**config.mk**
```make
export PLATFORM = sky130hd
export DESIGN_NAME = input_event_to_pointer_translator_unit
export DESIGN_NICKNAME = d
export VERILOG_FILES = /design/src/hdl/iept_pkg.sv /design/src/hdl/input_event_to_pointer_translator_unit.sv /design/src/hdl/iept_event_ctrl.sv /design/src/hdl/iept_axis_scale.sv
export SDC_FILE = /design/constraint.sdc
export NUM_CORES = 2
export LEC_CHECK = 0
export BUFFER_PORTS_ARGS = -buffer_cell sky130_fd_sc_hd__buf_2
export CAP_MARGIN = 0
export CORE_MARGIN = 3
export CORE_UTILIZATION = 50
export CTS_CLUSTER_DIAMETER = 100
export DETAILED_ROUTE_END_ITERATION = 8
export GPL_TIMING_DRIVEN = 1
export MAX_ROUTING_LAYER = met4
export PLACE_DENSITY = 0.7
export SYNTH_ARGS = -nofsm -noshare
export SYNTH_HDL_FRONTEND = slang
export SYNTH_SLANG_ARGS = --single-unit
```
**constraint.sdc**
```tcl
create_clock -name clk -period 25 [get_ports clk]
set_input_delay 1.25 -clock clk [delete_from_list [all_inputs] [get_ports clk]]
set_output_delay 1.25 -clock clk [all_outputs]
set_load 0.02 [all_outputs]
```
**src/hdl/iept_pkg.sv**
```systemverilog
`timescale 1ns / 1ps
// ----------------------------------------------------------------------------
// iept_pkg
// Shared types and constants for the input event to pointer translator.
// ----------------------------------------------------------------------------
package iept_pkg;

	localparam int unsigned AXIS_FULL = 32767;
	localparam logic [15:0] LEFT_BUTTON = 16'h0110;

	localparam logic [15:0] TYPE_SYNC = 16'd0;
	localparam logic [15:0] TYPE_KEY  = 16'd1;
	localparam logic [15:0] TYPE_ABS  = 16'd3;
	localparam logic [15:0] CODE_ABS_X = 16'd0;
	localparam logic [15:0] CODE_ABS_Y = 16'd1;
	localparam logic [15:0] CODE_SYNC_REPORT = 16'd0;

	localparam logic [1:0] KIND_MOVE   = 2'd0;
	localparam logic [1:0] KIND_BUTTON = 2'd1;
	localparam logic [1:0] KIND_KEY    = 2'd2;

	localparam logic [1:0] REG_TABLET_MODE   = 2'd0;
	localparam logic [1:0] REG_SCREEN_WIDTH  = 2'd1;
	localparam logic [1:0] REG_SCREEN_HEIGHT = 2'd2;

	localparam logic [12:0] WIDTH_RESET  = 13'd1024;
	localparam logic [12:0] HEIGHT_RESET = 13'd768;

	typedef struct packed {
		logic [15:0] event_type;
		logic [15:0] event_code;
		logic [31:0] event_value;
	} event_t;

	typedef struct packed {
		logic [1:0]         result_kind;
		logic [28:0]        pointer_x_out;
		logic [28:0]        pointer_y_out;
		logic [15:0]        key_code;
		logic signed [31:0] event_level;
	} result_t;

	// decision made for one event, carried down the pipe
	typedef struct packed {
		logic        emit;
		logic [1:0]  kind;
		logic        set_x;
		logic        set_y;
		logic [15:0] key_code;
		logic [31:0] level;
	} ctrl_t;

endpackage

```
**src/hdl/input_event_to_pointer_translator_unit.sv**
```systemverilog
`timescale 1ns / 1ps
// ----------------------------------------------------------------------------
// input_event_to_pointer_translator_unit
// Turns device events into key, button and pointer move reports.
// ----------------------------------------------------------------------------
//  channel   handshake              payload
//  dev       dev_valid / dev_stall  dev_item  (iept_pkg::event_t)
//  rpt       rpt_valid / rpt_stall  rpt_item  (iept_pkg::result_t)
//  cfg       cfg_valid / cfg_ready  cfg_index, cfg_data
//
// One event per cycle while reports are not stalled; a report leaves through the
// input register, multiply, fold and report register stages.
// The flags decide at the input register; the pointer commits in order when
// an event leaves the fold stage, so no event waits on another.
// Reset centres the pointer and clears the flags and every stage.
// A stalled report holds; earlier stages keep filling until the pipe is full.
// ----------------------------------------------------------------------------
module input_event_to_pointer_translator_unit (
	input  logic              clk,
	input  logic              arst_n,
	input  logic              dev_valid,
	output logic              dev_stall,
	input  iept_pkg::event_t  dev_item,
	output logic              rpt_valid,
	input  logic              rpt_stall,
	output iept_pkg::result_t rpt_item,
	input  logic              cfg_valid,
	output logic              cfg_ready,
	input  logic [1:0]        cfg_index,
	input  logic [12:0]       cfg_data
);

	logic        tablet_mode_q;
	logic [12:0] screen_width_q, screen_height_q;
	logic [28:0] pointer_x_q, pointer_y_q;

	logic             valid_s1, valid_s2, valid_s3;
	iept_pkg::event_t evt_s1;
	iept_pkg::ctrl_t  ctrl_s1, ctrl_s2, ctrl_s3;
	logic             rpt_valid_q;
	iept_pkg::result_t rpt_q, rpt_d;

	logic        out_free, mv1, mv2, mv3, rdy1, rdy2, rdy3;
	logic [28:0] quot, px, py;
	logic [12:0] size_sel;

	// handshake chain: a stage loads when empty or when it moves on
	assign out_free  = !rpt_valid_q || !rpt_stall;
	assign mv3       = valid_s3 && (!ctrl_s3.emit || out_free);
	assign rdy3      = !valid_s3 || mv3;
	assign mv2       = valid_s2 && rdy3;
	assign rdy2      = !valid_s2 || mv2;
	assign mv1       = valid_s1 && rdy2;
	assign rdy1      = !valid_s1 || mv1;
	assign dev_stall = !rdy1;
	assign cfg_ready = 1'b1;

	always_ff @(posedge clk or negedge arst_n) begin
		if (!arst_n) begin
			tablet_mode_q   <= 1'b0;
			screen_width_q  <= iept_pkg::WIDTH_RESET;
			screen_height_q <= iept_pkg::HEIGHT_RESET;
		end else if (cfg_valid) begin
			unique case (cfg_index)
				iept_pkg::REG_TABLET_MODE:   tablet_mode_q   <= cfg_data[0];
				iept_pkg::REG_SCREEN_WIDTH:  screen_width_q  <= cfg_data;
				iept_pkg::REG_SCREEN_HEIGHT: screen_height_q <= cfg_data;
				default: begin
					// drop writes to unknown registers
				end
			endcase
		end
	end

	iept_event_ctrl u_ctrl (
		.clk        (clk),
		.arst_n     (arst_n),
		.tablet_mode(tablet_mode_q),
		.evt        (evt_s1),
		.advance    (mv1),
		.ctrl       (ctrl_s1)
	);

	assign size_sel = ctrl_s1.set_y ? screen_height_q : screen_width_q;

	iept_axis_scale u_scale (
		.clk    (clk),
		.value  (evt_s1.event_value),
		.size   (size_sel),
		.load_s2(mv1),
		.load_s3(mv2),
		.quot   (quot)
	);

	always_ff @(posedge clk or negedge arst_n) begin
		if (!arst_n) begin
			valid_s1 <= 1'b0;
			valid_s2 <= 1'b0;
			valid_s3 <= 1'b0;
		end else begin
			if (rdy1) begin
				valid_s1 <= dev_valid;
			end
			if (rdy2) begin
				valid_s2 <= mv1;
			end
			if (rdy3) begin
				valid_s3 <= mv2;
			end
		end
	end

	always_ff @(posedge clk) begin
		if (rdy1 && dev_valid) begin
			evt_s1 <= dev_item;
		end
		if (mv1) begin
			ctrl_s2 <= ctrl_s1;
		end
		if (mv2) begin
			ctrl_s3 <= ctrl_s2;
		end
	end

	// bypass this event's own axis update into its report
	assign px = ctrl_s3.set_x ? quot : pointer_x_q;
	assign py = ctrl_s3.set_y ? quot : pointer_y_q;

	always_ff @(posedge clk or negedge arst_n) begin
		if (!arst_n) begin
			pointer_x_q <= 29'(iept_pkg::WIDTH_RESET >> 1);
			pointer_y_q <= 29'(iept_pkg::HEIGHT_RESET >> 1);
		end else if (mv3) begin
			pointer_x_q <= px;
			pointer_y_q <= py;
		end
	end

	always_comb begin
		rpt_d.result_kind = ctrl_s3.kind;
		rpt_d.key_code    = ctrl_s3.key_code;
		rpt_d.event_level = ctrl_s3.level;
		if (ctrl_s3.kind == iept_pkg::KIND_KEY) begin
			rpt_d.pointer_x_out = '0;
			rpt_d.pointer_y_out = '0;
		end else begin
			rpt_d.pointer_x_out = px;
			rpt_d.pointer_y_out = py;
		end
	end

	always_ff @(posedge clk or negedge arst_n) begin
		if (!arst_n) begin
			rpt_valid_q <= 1'b0;
		end else if (mv3 && ctrl_s3.emit) begin
			rpt_valid_q <= 1'b1;
		end else if (!rpt_stall) begin
			rpt_valid_q <= 1'b0;
		end
	end

	always_ff @(posedge clk) begin
		if (mv3 && ctrl_s3.emit) begin
			rpt_q <= rpt_d;
		end
	end

	assign rpt_valid = rpt_valid_q;
	assign rpt_item  = rpt_q;

	a_report_from_pipe: assert property (@(posedge clk) disable iff (!arst_n)
		$rose(rpt_valid) |-> $past(valid_s3 && ctrl_s3.emit))
		else $error("report raised without an emitting event in the last stage");

	a_report_loaded: assert property (@(posedge clk) disable iff (!arst_n)
		(mv3 && ctrl_s3.emit) |=> rpt_valid)
		else $error("emitting event retired but no report shown");

	a_pointer_x_commit: assert property (@(posedge clk) disable iff (!arst_n)
		!$stable(pointer_x_q) |-> $past(mv3 && ctrl_s3.set_x))
		else $error("pointer X changed without an X axis event retiring");

endmodule

```
**src/hdl/iept_event_ctrl.sv**
```systemverilog
`timescale 1ns / 1ps
// ----------------------------------------------------------------------------
// iept_event_ctrl
// Decodes one event, keeps the fresh and pending flags, and decides the result.
// ----------------------------------------------------------------------------
module iept_event_ctrl (
	input  logic            clk,
	input  logic            arst_n,
	input  logic            tablet_mode,
	input  iept_pkg::event_t evt,
	input  logic            advance,
	output iept_pkg::ctrl_t ctrl
);

	logic x_fresh_q, y_fresh_q, move_pending_q;
	logic x_fresh_d, y_fresh_d, move_pending_d;
	logic is_abs, is_sync, is_button, is_key;
	logic set_x, set_y, nx, ny, np;

	always_comb begin
		is_abs    = tablet_mode && (evt.event_type == iept_pkg::TYPE_ABS);
		is_sync   = tablet_mode && (evt.event_type == iept_pkg::TYPE_SYNC)
			&& (evt.event_code == iept_pkg::CODE_SYNC_REPORT);
		is_button = tablet_mode && (evt.event_type == iept_pkg::TYPE_KEY)
			&& (evt.event_code == iept_pkg::LEFT_BUTTON);
		is_key    = !tablet_mode && (evt.event_type == iept_pkg::TYPE_KEY);
		set_x     = is_abs && (evt.event_code == iept_pkg::CODE_ABS_X);
		set_y     = is_abs && (evt.event_code == iept_pkg::CODE_ABS_Y);
		nx        = x_fresh_q | set_x;
		ny        = y_fresh_q | set_y;
		np        = move_pending_q | set_x | set_y;

		x_fresh_d      = x_fresh_q;
		y_fresh_d      = y_fresh_q;
		move_pending_d = move_pending_q;

		ctrl.emit     = 1'b0;
		ctrl.kind     = iept_pkg::KIND_MOVE;
		ctrl.set_x    = set_x;
		ctrl.set_y    = set_y;
		ctrl.key_code = '0;
		ctrl.level    = '0;

		if (is_abs) begin
			if (nx && ny) begin
				// both axes in: flush the move if one is pending
				x_fresh_d      = 1'b0;
				y_fresh_d      = 1'b0;
				move_pending_d = 1'b0;
				ctrl.emit      = np;
			end else begin
				x_fresh_d      = nx;
				y_fresh_d      = ny;
				move_pending_d = np;
			end
		end else if (is_sync) begin
			x_fresh_d      = 1'b0;
			y_fresh_d      = 1'b0;
			move_pending_d = 1'b0;
			ctrl.emit      = move_pending_q;
		end else if (is_button) begin
			ctrl.emit  = 1'b1;
			ctrl.kind  = iept_pkg::KIND_BUTTON;
			ctrl.level = evt.event_value;
		end else if (is_key) begin
			ctrl.emit     = 1'b1;
			ctrl.kind     = iept_pkg::KIND_KEY;
			ctrl.key_code = evt.event_code;
			ctrl.level    = evt.event_value;
		end
	end

	always_ff @(posedge clk or negedge arst_n) begin
		if (!arst_n) begin
			x_fresh_q      <= 1'b0;
			y_fresh_q      <= 1'b0;
			move_pending_q <= 1'b0;
		end else if (advance) begin
			x_fresh_q      <= x_fresh_d;
			y_fresh_q      <= y_fresh_d;
			move_pending_q <= move_pending_d;
		end
	end

endmodule

```
**src/hdl/iept_axis_scale.sv**
```systemverilog
`timescale 1ns / 1ps
// ----------------------------------------------------------------------------
// iept_axis_scale
// Scales an axis value to value*(size-1)/32767 over two register stages.
// ----------------------------------------------------------------------------
module iept_axis_scale (
	input  logic        clk,
	input  logic [31:0] value,
	input  logic [12:0] size,
	input  logic        load_s2,
	input  logic        load_s3,
	output logic [28:0] quot
);

	logic [12:0] factor;
	logic [44:0] product;
	logic [44:0] product_s2;
	logic [28:0] high_s3;
	logic [30:0] fold_s3;
	logic [15:0] high2;
	logic [16:0] rem_sum;
	logic [1:0]  corr;

	assign factor  = (size == 13'd0) ? 13'd0 : size - 13'd1;
	assign product = 45'(value) * 45'(factor);

	// x = h*2^15 + l = h*32767 + (h + l): fold twice, then fix up the tail
	always_ff @(posedge clk) begin
		if (load_s2) begin
			product_s2 <= product;
		end
		if (load_s3) begin
			high_s3 <= product_s2[43:15];
			fold_s3 <= 31'(product_s2[44:15]) + 31'(product_s2[14:0]);
		end
	end

	always_comb begin
		high2   = fold_s3[30:15];
		rem_sum = 17'(high2) + 17'(fold_s3[14:0]);
		if (rem_sum >= 17'(3 * iept_pkg::AXIS_FULL)) begin
			corr = 2'd3;
		end else if (rem_sum >= 17'(2 * iept_pkg::AXIS_FULL)) begin
			corr = 2'd2;
		end else if (rem_sum >= 17'(iept_pkg::AXIS_FULL)) begin
			corr = 2'd1;
		end else begin
			corr = 2'd0;
		end
		quot = high_s3 + 29'(high2) + 29'(corr);
	end

endmodule

```
Word level (Yosys, flattened, before mapping):

Cells that the tools add are included.

* register bits: 475
* input port bits: 84
* logic and storage cells: 120

* add/subtract/negate cells: 5
* multipliers: 1
* magnitude comparators: 3
* eq/ne operators: 8
* mux-type cells: 23
* bitwise logic cells: 5
* reductions and logical operators: 39

Operators by type and width (number)
* 32-bit 2-to-1 mux: 2
* 29-bit 2-to-1 mux: 2
* 32-bit by 13-bit multiplier with 45-bit output: 1
* 16-bit by 1-bit == test with 1-bit output, second input constant: 2
* 16-bit logical NOT: 2
* 30-bit by 15-bit adder with 31-bit output: 1
* 29-bit by 16-bit adder with 29-bit output: 1
* 29-bit by 2-bit adder with 29-bit output: 1
* 13-bit 2-to-1 mux: 2
* 16-bit by 15-bit adder with 17-bit output: 1
* 17-bit by 15-bit >= comparator with 1-bit output, second input constant: 1
* 17-bit by 16-bit >= comparator with 1-bit output, second input constant: 1
* 17-bit >= comparator, second input constant: 1
* 16-bit by 2-bit == test with 1-bit output, second input constant: 1
* 16-bit by 9-bit == test with 1-bit output, second input constant: 1
* 1-bit logical AND: 14
* 13-bit logical NOT: 1
* 1-bit 2-to-1 mux: 13
* 13-bit by 1-bit subtractor with 13-bit output, second input constant: 1
* 1-bit logical NOT: 8
* 2-bit AND reduction: 4
* 3-bit 2-to-1 mux: 2
* 1-bit logical OR: 5
* 2-bit == test, second input constant: 2
* other kinds (10): 14

Logic depth before layout (Yosys ltp):

* depth after elaboration: 10
* gate-level depth with buffers: 34

Cells and area by module:

Synthesis repeated with hierarchy kept, for this count alone.

* cell total of the unflattened synthesis: 2838
* area total of the unflattened synthesis: 33017.9 µm²

Modules (own cells, without submodules)
* iept_axis_scale: times used 1, cells an instance 2101, area an instance 19367.3 µm²
* input_event_to_pointer_translator_unit: times used 1, cells an instance 626, area an instance 12834.8 µm²
* iept_event_ctrl: times used 1, cells an instance 111, area an instance 815.8 µm²

Least setup slack after synthesis:

OpenSTA, ideal clock, no wires.

* path type: reg-to-reg
* from: reg evt_s1[41] (netlist bit)
* to: reg u_scale.product_s2[29], data pin
* arrival time: 8.234 ns
* required time: 24.736 ns
* path slack: 16.502 ns
* stages on the path, launching flop included: 33
* buffers on the path: 4
* clock period less this slack: 8.498 ns
* cells stage by stage: edfxtp_1 -> nor4_1 -> nand4b_1 -> nor4_4 -> nand2_1 -> buf_2 -> mux2i_1 -> clkbuf_1 -> ha_1 -> inv_1 -> a221oi_2 -> xnor2_1 -> and2_1 -> buf_6 -> buf_6 -> nand2_2 -> fa_1 -> inv_1 -> fa_1 -> fa_1 -> fa_1 -> inv_1 -> fa_1 -> inv_1 -> ha_1 -> a2111oi_0 -> o21ai_0 -> a311oi_1 -> o21ai_0 -> a21o_1 -> or3b_2 -> a21boi_0 -> o21ai_0

* word-level cells in the longest chain between the ends: 6
* elaborated cells on any way between the ends: 7
* classes of those cells: add/sub: 1; mul: 1; eq/ne: 1; mux: 2; reduce/logical: 2

Ends and longest elaborated chain
* start: declaration: line input_event_to_pointer_translator_unit.sv:38 `iept_pkg::event_t evt_s1;`
* start signal: assignment: line input_event_to_pointer_translator_unit.sv:115 `evt_s1 <= dev_item;`
* 16-bit by 1-bit == test with 1-bit output *: line iept_event_ctrl.sv:28 `set_y = is_abs && (evt.event_code == iept_pkg::CODE_ABS_Y);`
* 1-bit logical AND *: line iept_event_ctrl.sv:28
* 13-bit 2-to-1 mux *: line input_event_to_pointer_translator_unit.sv:84 `assign size_sel = ctrl_s1.set_y ? screen_height_q : screen_width_q;`
* 13-bit by 1-bit subtractor with 13-bit output / 13-bit logical NOT (equally long branches): line iept_axis_scale.sv:24 `assign factor = (size == 13'd0) ? 13'd0 : size - 13'd1;`
* 13-bit 2-to-1 mux *: line iept_axis_scale.sv:24
* 32-bit by 13-bit multiplier with 45-bit output *: line iept_axis_scale.sv:25 `assign product = 45'(value) * 45'(factor);`
* net u_scale.product[29]: line iept_axis_scale.sv:16 `logic [44:0] product;`
* end signal: assignment: line iept_axis_scale.sv:30 `product_s2 <= product;`
* end: declaration: line iept_axis_scale.sv:17 `logic [44:0] product_s2;`

Mark *: on every way through the listed nets, which the timed path passes. The rest lies on a longest branch.
A chain may end at the register's enable or synchronous reset.

Worst setup path in the final report:

* from: reg evt_s1[46] (netlist bit)
* to: reg u_scale.product_s2[43], data pin

Same word-level chain as after synthesis.

==> flow_metrics.tcl <==
set metrics [dict create \
    path_clk_slew_ns 0.06 \
    cp-start-kind "flop" \
    synth_top_area_frac 0.3506 \
    cp.required_ns 25.38 \
    cts_buffers 51 \
    busiest_layer "met2" \
    synth-seq-area-share 0.4210 \
    detail_route.wl_per_cell_um 19.02 \
    ys_seq_elements 475 \
    cts-resized-gates 0 \
    yosys-top-cells-area "edfxtp_1, fa_1, dfrtp_1" \
    antenna_found_initial 0 \
    hpwl_um 56680 \
    status "complete, no violations" \
    n_fill_cell 5399 \
    wirelength_um 75180 \
    crit_type "reg2reg" \
    die-height_um 262.2 \
    synth_edf_count 383 \
    cts_hold_buf 0 \
    portBuffers 193 \
    num_rows 93 \
    via_per_inst 5.494 \
    arrival_ns 11.08 \
    synth_most_common_cell "edfxtp_1" \
    maxSlewViolCount 0 \
    clock_sinks 475 \
    grt_pass1_wl_um 121400 \
    vias 21720 \
    setup_viol_count_final 0 \
    dieArea_sq_um 68730 \
    cp-end-kind "flop" \
    min_path_type "reg2reg" \
    yosysWarnings 0 \
    layout_min_cycle_time_ns 10.70 \
    synthToLayoutAreaGrowth_pct 10.62 \
    synthCells 2909 \
    tns_ns 0 \
    drtIter0Drc 1574 \
    crit_slowest_cell "buf_4" \
    initial_utilization 0.5071 \
    pre_cts_slack_ns 14.40 \
    crit_top_cell "fa_1" \
    finalHoldViolCount 0 \
    die_x_um 262.2 \
    drc 0 \
    fmax_mhz 93.50 \
    grt_pass1_vias 22770 \
    multi_input_area_sq_um 17090 \
    rsz0062_at_grt "no" \
    yosysTopAreaCell "edfxtp_1" \
    slew_headroom 0.2010 \
    place_congestion 0.9210 \
    layout-drive-gt1-share 0.1323 \
    max_cap_violations 0 \
    r2r_slack_ns 14.30 \
    grt_start_max_net_pins 86 \
    yosys-top-cells-count "edfxtp_1, inv_1, fa_1, nand2_1, nor2_1" \
    finalCritPeriodShare 0.4278 \
    path_max_fanout 85 \
    core_sq_um 64700 \
    dp.cells 3857 \
    synth_flop_cell "edfxtp_1" \
    post_cts_buffers 0 \
    grt_overflow 0 \
    antenna_cells 0 \
    synth_area_sq_um 32810 \
    setup_slack_ns 14.30 \
    syn_area_per_cell_sq_um 11.28 \
    met2_usage 0.3748 \
    clock_path_buffers 3 \
    final_cell_count_no_fill 3953 \
    clock_latency_ns 0.61 \
    ys_types 74 \
    root_buffer "clkbuf_16" \
    cts_tree "done" \
    worst_pin_slew_ns 1.190 \
    use_met3 0.03643 \
    post-route-util 0.5610 \
    async_reset_ff_frac 0.1937 \
    final.setup_skew_ns 0.04074 \
    num_io_pins 195 \
    crit_path_max_incr_delay_ns 0.66 \
    grt_use_total 0.2303 \
    dr.pass1.iters 6 \
    regArea_sq_um 13810 \
    nNetsFinal 3626 \
    grt_use_met1 0.2936 \
    htreeDepth 2 \
    syn_nets 3480 \
    antenna_left 0 \
]
[placed cells by master, fill, tap and decap left out, drive strengths merged, types with 52 or more instances in the layout]
cell type | synthesis | routed
edfxtp | 383 | 383
inv | 372 | 374
fa | 335 | 335
nand2 | 308 | 308
buf | 43 | 220
nor2 | 158 | 158
ha | 152 | 152
nand3 | 123 | 123
o21ai | 120 | 120
a21oi | 100 | 100
dfrtp | 86 | 86
xnor2 | 72 | 72
and2 | 71 | 71
clkbuf | 84 | 68
and3 | 63 | 63
nor2b | 52 | 52
[worst max-delay path: cells and delay by family, from the launching register on]
kind	cells	cell delay, ns
multiplexers	1	0.29
flip-flops	1	0.40
adder cells (fa/ha/maj)	7	3.14
AO/OA/AOI/OAI	8	2.40
AND/OR/NAND/NOR	8	2.72
buffers and inverters	6	1.39
[per-stage QoR]
step                cell area (sq um)  hold slack [ns]
floorplan                       32810           0.4003
global placement                34550           0.4007
global route                    36290           0.4222
finish                          36290           0.4025
CTS                             36290           0.4097
detailed placement              34550           0.4045
[area by class of cell]
class                   instances  share of cell area
clock buffers                  68             0.03944
clock inverters                28            0.008619
inverters                     375             0.03885
multi-input cells            1932              0.4708
flip-flops and latches        475              0.3805
well taps                     855             0.02948
repair buffers                220             0.03227
[path summary, 6_finish.rpt]
check / start / end / cells past startpoint
worst min register to register: ctrl_s2[0]$_SDFFCE_PP0P_ / ctrl_s3[0]$_DFFE_PP_ / 0
min in group asynchronous: arst_n / pointer_y_q[9]$_DFFE_PN0P_ / 1
worst max register to register: evt_s1[46]$_DFFE_PP_ / u_scale.product_s2[43]$_DFFE_PP_ / 30
worst min-delay path: ctrl_s2[0]$_SDFFCE_PP0P_ / ctrl_s3[0]$_DFFE_PP_ / 0
max in group asynchronous: arst_n / screen_height_q[10]$_DFFE_PN0P_ / 2
worst max-delay path: evt_s1[46]$_DFFE_PP_ / u_scale.product_s2[43]$_DFFE_PP_ / 30
[per-layer routing]
| metal | share of wire | wire length (um) |
|---|---|---|
| met1 | 0.41 | 30860 |
| met2 | 0.49 | 36690 |
| met3 | 0.063 | 4714 |
| met4 | 0.039 | 2927 |
| met5 | 0 | 0 |
[cell families (layout without fill, tap and decap cells)]
kind of cell / after synthesis / after routing / synth area share
simple gates: 886 / 886 / 0.1319
buf+inv: 502 / 691 / 0.06079
fa+ha+maj: 487 / 487 / 0.2624
flops: 475 / 475 / 0.4210
compound gates: 375 / 375 / 0.07002
xor+xnor: 99 / 99 / 0.02643
mux: 84 / 84 / 0.02742
other cells: 1 / 1 / 0.0001143
[flip-flops by register name, indices dropped and copies added, names as in the netlist, 13 cells and up]
name	flops
pointer_x_q	29
ctrl_s3	53
pointer_y_q	29
ctrl_s2	53
screen_width_q	13
u_scale.high_s3	29
evt_s1	64
rpt_item	108
screen_height_q	13
u_scale.product_s2	45
u_scale.fold_s3	31
Power is left out: the tool's default activity adds up to more than one toggle a clock period on the data nets, which glitch-free logic cannot reach.
